<file path="src/rtl/mm_pkg.sv">
`timescale 1ns / 1ps
// ----------------------------------------------------------------------------
// mm_pkg
// Shared widths, defaults and the types that travel between the matrix
// multiplier's top level and its row of multiply-accumulate cells.
// ----------------------------------------------------------------------------
package mm_pkg;

  // element, result and dimension widths and the default size
  localparam int ELEM_W      = 16;
  localparam int PROD_W      = 35;
  localparam int DIM_W       = 4;
  localparam int MAX_DIM_DEF = 8;

  // dimension register value after reset
  localparam logic [DIM_W-1:0] DIM_RST = 4'd8;

  // operand beat that walks down the cell row
  typedef struct packed {
    logic                     v;
    logic                     first;
    logic                     last;
    logic signed [ELEM_W-1:0] a;
  } mm_tap_t;

  // result register controls broadcast to every cell
  typedef struct packed {
    logic ld;
    logic shift;
  } mm_ctl_t;

endpackage

</file>
<file path="src/rtl/mm_cell.sv">
`timescale 1ns / 1ps
// ----------------------------------------------------------------------------
// mm_cell
// One column cell: holds one column of the right matrix, multiplies the
// left operand passing by with its column entry, accumulates the dot
// product and forwards the operand to its neighbor in the next cycle.
// ----------------------------------------------------------------------------
module mm_cell import mm_pkg::*; #(
  parameter int MAX_DIM = MAX_DIM_DEF
) (
  input  logic                             clk,
  input  logic                             rst_n,
  input  logic                             wr_en,
  input  logic [$clog2(MAX_DIM)-1:0]       wr_row,
  input  logic signed [ELEM_W-1:0]         wr_data,
  input  mm_tap_t                          tap_in,
  output mm_tap_t                          tap_out,
  input  mm_ctl_t                          ctl,
  input  logic signed [PROD_W-1:0]         sh_in,
  output logic signed [PROD_W-1:0]         sh_out,
  output logic                             done
);

  localparam int KW  = $clog2(MAX_DIM);
  localparam int MW  = 2 * ELEM_W;

  logic signed [ELEM_W-1:0] col_r [MAX_DIM];
  mm_tap_t                  tap_r;
  logic [KW-1:0]            kidx_r;
  logic signed [MW-1:0]     prod_r;
  logic                     pv_r;
  logic                     pfirst_r;
  logic                     plast_r;
  logic signed [PROD_W-1:0] acc_r;
  logic signed [PROD_W-1:0] prod_ext;
  logic                     done_r;
  logic signed [PROD_W-1:0] sh_r;

  // column store of the right matrix
  always_ff @(posedge clk) begin
    if (wr_en) begin
      col_r[wr_row] <= wr_data;
    end
  end

  // operand stage, also the hand-off to the next cell
  always_ff @(posedge clk) begin
    if (!rst_n) begin
      tap_r  <= '0;
      kidx_r <= '0;
    end else begin
      tap_r <= tap_in;
      if (tap_in.v) begin
        kidx_r <= tap_in.first ? '0 : kidx_r + KW'(1);
      end
    end
  end

  assign tap_out = tap_r;

  // multiply stage
  always_ff @(posedge clk) begin
    if (!rst_n) begin
      pv_r     <= 1'b0;
      pfirst_r <= 1'b0;
      plast_r  <= 1'b0;
    end else begin
      pv_r     <= tap_r.v;
      pfirst_r <= tap_r.first;
      plast_r  <= tap_r.last;
    end
  end

  always_ff @(posedge clk) begin
    prod_r <= tap_r.a * col_r[kidx_r];
  end

  assign prod_ext = {{(PROD_W - MW){prod_r[MW-1]}}, prod_r};

  // accumulate stage
  always_ff @(posedge clk) begin
    if (pv_r) begin
      acc_r <= pfirst_r ? prod_ext : acc_r + prod_ext;
    end
  end

  always_ff @(posedge clk) begin
    if (!rst_n) begin
      done_r <= 1'b0;
    end else begin
      done_r <= pv_r && plast_r;
    end
  end

  assign done = done_r;

  // result shift chain toward cell zero
  always_ff @(posedge clk) begin
    if (ctl.ld) begin
      sh_r <= acc_r;
    end else if (ctl.shift) begin
      sh_r <= sh_in;
    end
  end

  assign sh_out = sh_r;

endmodule

</file>
<file path="config.mk">
export PLATFORM = sky130hd
export DESIGN_NAME = mm_cell
export DESIGN_NICKNAME = d
export VERILOG_FILES = /design/src/rtl/mm_pkg.sv /design/src/rtl/mm_cell.sv
export SDC_FILE = /design/constraint.sdc
export NUM_CORES = 1
export LEC_CHECK = 0
export BUFFER_PORTS_ARGS = -buffer_cell sky130_fd_sc_hd__buf_2
export CAP_MARGIN = 0
export CELL_PAD_IN_SITES_DETAIL_PLACEMENT = 1
export CELL_PAD_IN_SITES_GLOBAL_PLACEMENT = 1
export CORE_MARGIN = 1
export CORE_UTILIZATION = 45
export CTS_CLUSTER_DIAMETER = 50
export CTS_CLUSTER_SIZE = 24
export DETAILED_ROUTE_END_ITERATION = 8
export GPL_TIMING_DRIVEN = 0
export PLACE_DENSITY_LB_ADDON = 0.1
export SYNTH_ARGS = -nofsm -noshare
export SYNTH_HDL_FRONTEND = slang
export SYNTH_SLANG_ARGS = --single-unit
</file>
<file path="constraint.sdc">
create_clock -name clk -period 7.35 [get_ports clk]
set_input_delay 1.47 -clock clk [delete_from_list [all_inputs] [get_ports clk]]
set_output_delay 1.47 -clock clk [all_outputs]
set_load 0.005 [all_outputs]
</file>
# [Word level (Yosys, flattened, before mapping)]
# Memories as Yosys holds them, arrays and structs flattened. A register that Yosys moved wholly into a read port is not among the register bits.
# Cells that the tools add are included.
[word_totals] ram_bits=128 input_bits=78 output_inout_bits=55 register_bits=128 mem_count=1
[mem_list] memory="col_r" depth=8 width=16 read_ports=1 rd_clocked_by_memory_dff=1 wr=1 line_no="mm_cell.sv:27" source="logic signed [ELEM_W-1:0] col_r [MAX_DIM];"
[op_classes] n_reduce_logical=2 multipliers=1 n_addsub=2 n_mux=8
[op_table] op="35-bit 2-to-1 mux" n=3
[op_table] op="35-bit by 32-bit adder with 35-bit output" n=1
[op_table] op="16-bit by 16-bit multiplier with 32-bit output" n=1
[op_table] op="3-bit 2-to-1 mux" n=3
[op_table] op="3-bit by 1-bit adder with 3-bit output, second input constant" n=1
[op_table] op="1-bit 2-to-1 mux" n=2
[op_table] op="2-bit nonzero test" n=1
[op_table] op="1-bit logical AND" n=1

# [Longest topological paths before layout]
[depth] depth_word=4 mapped_depth=30

# [Worst setup path before layout]
# Ideal clock, no wire load.
[synth_timing] path_kind="register -> register" from="register (tool-made name)" to="register prod_r[30]" arrival_ns=7.245 stages_incl_launch_ff=27 setup_slack_ns=0.033 setup_time_ns=0.072 path_cell_list="dfxtp_1 > clkbuf_1 > buf_2 > mux4_2 > mux2_2 > clkbuf_1 > nand2_1 > inv_1 > fa_1 > fa_1 > inv_1 > fa_1 > fa_1 > inv_1 > fa_1 > inv_1 > fa_1 > inv_1 > ha_1 > a21o_1 > a21o_1 > a21o_1 > a221o_1 > a21oi_2 > o21bai_1 > a21oi_2 > xnor2_1"
[synth_lines] item="to (signal assigned)" line_no="mm_cell.sv:75" source="prod_r <= tap_r.a * col_r[kidx_r];"
[synth_lines] item="to (decl)" line_no="mm_cell.sv:30" source="logic signed [MW-1:0] prod_r;"

==> metrics.cfg <==
[run_status]
status=complete, no violations

[setup_path]
critPathRequiredTime_ns=7.83
cp.arrival_ns=7.58
critPathKind=flip-flop to flip-flop
endpoint_kind=flip-flop
setup.worst_path.start_class=flip-flop
path_max_fanout=10

[place]
hpwl_microns=41400
place_congestion=0.849
io_buffers=131

[yosys]
synth_simple_gate_area_share_pct=10.8
synth.net_count=2240
ys_warn_count=0
synth_edf_count=198
yosysSeqAreaShare_pct=34.6
synth_adder_area_share_pct=32.5
synthFlopType=edfxtp_1
muxShareOfSynthArea_pct=6.48
yosysUniqueCellTypes=60
synth_area_sq_um=20700
netlist_instances=1782
async_reset_ff_share_pct=0
synth-xor-area-share_pct=2.62
synth_compound_area_share_pct=6.22
syn_avg_cell_area_sq_um=11.6
ys_seq_elements=259
synth_top_family_by_area=adder cells

[drt]
first_iter_violations=522
vias=13293
first_pass_iters=4
antenna_left=0
drc=0
routed_wl_microns=51100
vias_per_cell=5.10
routedWlPerCell_microns=19.6

[hold_path]
hp-start=tap_out[16]
min_path_type=flip-flop to flip-flop

[global_route]
antenna_found_initial=3
grt_usage_pct=22.7
grt_pass1_wl_microns=82400
grt_max_degree=36
grt_pass1_vias=15186
grt_overflow=0

[sta]
min_period_ns=7.10
slew_violations=0
worst_pin_slew_ns=0.911
holdWs_ns=0.472
min_period_over_period_pct=96.6
slew-limit-headroom_pct=39.2
rsz0062_at_grt=yes
fin_setup_tns_ns=0
finalHoldViolations=0
fmax_mhz=141
skew_ns=0.0169
setup_viol=0

[power]
power_density_nw_per_um2=396
ir_drop_uv=325
finalPower_mw=9.49
leakagePower_nw=10.4

[cells_and_area]
final_cell_mix=316 x inv_1, 257 x fa_1, 198 x edfxtp_1, 148 x nand2_1, 132 x buf_2
post-route-util_pct=52.8
area_delta_synth_final_pct=15.9
fin_nets=2438
final_common_cell=inv_1
final_layout_size_suffix_gt1_share_pct=19.3

[clocking]
clk_latency_ns=0.59
cts_buffers=30
htreeDepth=1
root_buffer=clkbuf_16
clockBufferDepth=3
clkTransAtPathRegs_ns=0.08
cts_tree=yes
cts-hold-fix-buffers=0
clock_sinks=259

[die]
initial_utilization_pct=45.6
fp.dieArea_sq_um=46800
core_sq_um=45400
num_rows=78
die-height_microns=216
die_width_microns=216
ios=133

[job]
cap_violations=0

## metal layers
layer	GRT usage (%)	routed length, microns	vias up
met2	40.7	25700	221
met1	28.7	22200	6778
met5	0	11	-
met4	7.00	1510	2
met3	2.46	1700	85
li1	-	-	6207
## state kept, by name, summed over array words and instances (netlist names), named ones only
register and count:
done 1, pfirst_r 1, col_r 128, tap_out 19
pv_r 1, acc_r 35, prod_r 32, plast_r 1
sh_out 35, kidx_r 3
## Yosys cell counts (5+ instances only)
library cell / number / area [sq um]
a211oi_1: 5 / 37.5
a21o_1: 30 / 225
a21oi_1: 47 / 235
a21oi_2: 6 / 52.6
and2_1: 75 / 469
and3_1: 9 / 56.3
clkbuf_1: 50 / 188
dfxtp_1: 61 / 1220
edfxtp_1: 198 / 5950
fa_1: 263 / 5270
ha_1: 117 / 1460
inv_1: 318 / 1190
mux2_2: 47 / 529
mux2i_1: 9 / 90.1
mux4_2: 32 / 721
nand2_1: 149 / 559
nand2b_1: 33 / 206
nand3_1: 10 / 50.1
nand4_1: 5 / 31.3
nor2_1: 32 / 120
nor2b_1: 93 / 582
nor3_1: 9 / 45.0
o21a_1: 10 / 75.1
o21ai_0: 40 / 200
o21ai_1: 8 / 40.0
o21bai_1: 10 / 75.1
o31ai_1: 6 / 45.0
or2_2: 7 / 43.8
xnor2_1: 40 / 350
xor2_1: 22 / 193
## logic make-up after synthesis
group,count (synthesis)
and+or+nand+nor,430
adders and majority gates,380
buffers and inverters,372
DFF,259
AOI/OAI and AO/OA,191
muxes,88
xor gates and xnor gates,62
## final timing paths
path,endpoint,slack [ns],depth (start not counted)
setup reg to reg,prod_r[31],0.25,26
hold reg to reg,plast_r,0.47,1
setup / recovery,prod_r[31],0.25,26
hold / removal,plast_r,0.47,1
## where the power goes
part	switching (mW)	total (mW)	internal, mW	leakage, nW
registers	0.117	2.00	1.89	2.35
logic	3.20	5.86	2.66	7.54
clock network	0.782	1.62	0.840	0.539
## stage by stage
step,setup WS [ns],area (sq um),cells
4_1_cts,0.0120,23600,2579
3_5_place_dp,-1.35,22300,2522
6_report,0.251,24000,2606
3_3_place_gp,-1.28,22100,2513
2_1_floorplan,0.0329,20700,1782
5_1_grt,-0.0436,24000,2605
## critical path, cell delays in order (launching register included)
cell       delay [ns]
dfxtp_4          0.44
buf_12           0.17
mux4_2           0.50
mux2_4           0.35
and2_1           0.20
fa_1             0.59
inv_1            0.07
fa_1             0.53
inv_1            0.05
fa_1             0.50
fa_1             0.43
fa_1             0.49
inv_1            0.05
fa_1             0.48
inv_1            0.04
ha_1             0.22
a21oi_2          0.14
nor2b_1          0.05
o21ai_1          0.12
nand2b_1         0.09
a21o_1           0.18
a21o_1           0.17
a32o_2           0.29
a221oi_4         0.31
o2111ai_2        0.14
a21oi_2          0.20
xnor2_2          0.18
## what timing repair did
action,4_1_cts,5_1_grt
setup buffers,6,24
endpoints found under the setup margin,19,4
resized for setup,58,50
gates cloned,0,1
pin swaps,3,23
## layout make-up
cell class,count,area (sq um)
tap,600,751
sequential,259,7180
multi-input combinational,1151,12400
antenna,2,5.00
timing repair buffer,171,1050
clock inverter,26,383
clock buffer,30,751
buffer,49,317
fill,4761,21400
inverter,318,1190
Power figures use the tool's default switching activity.
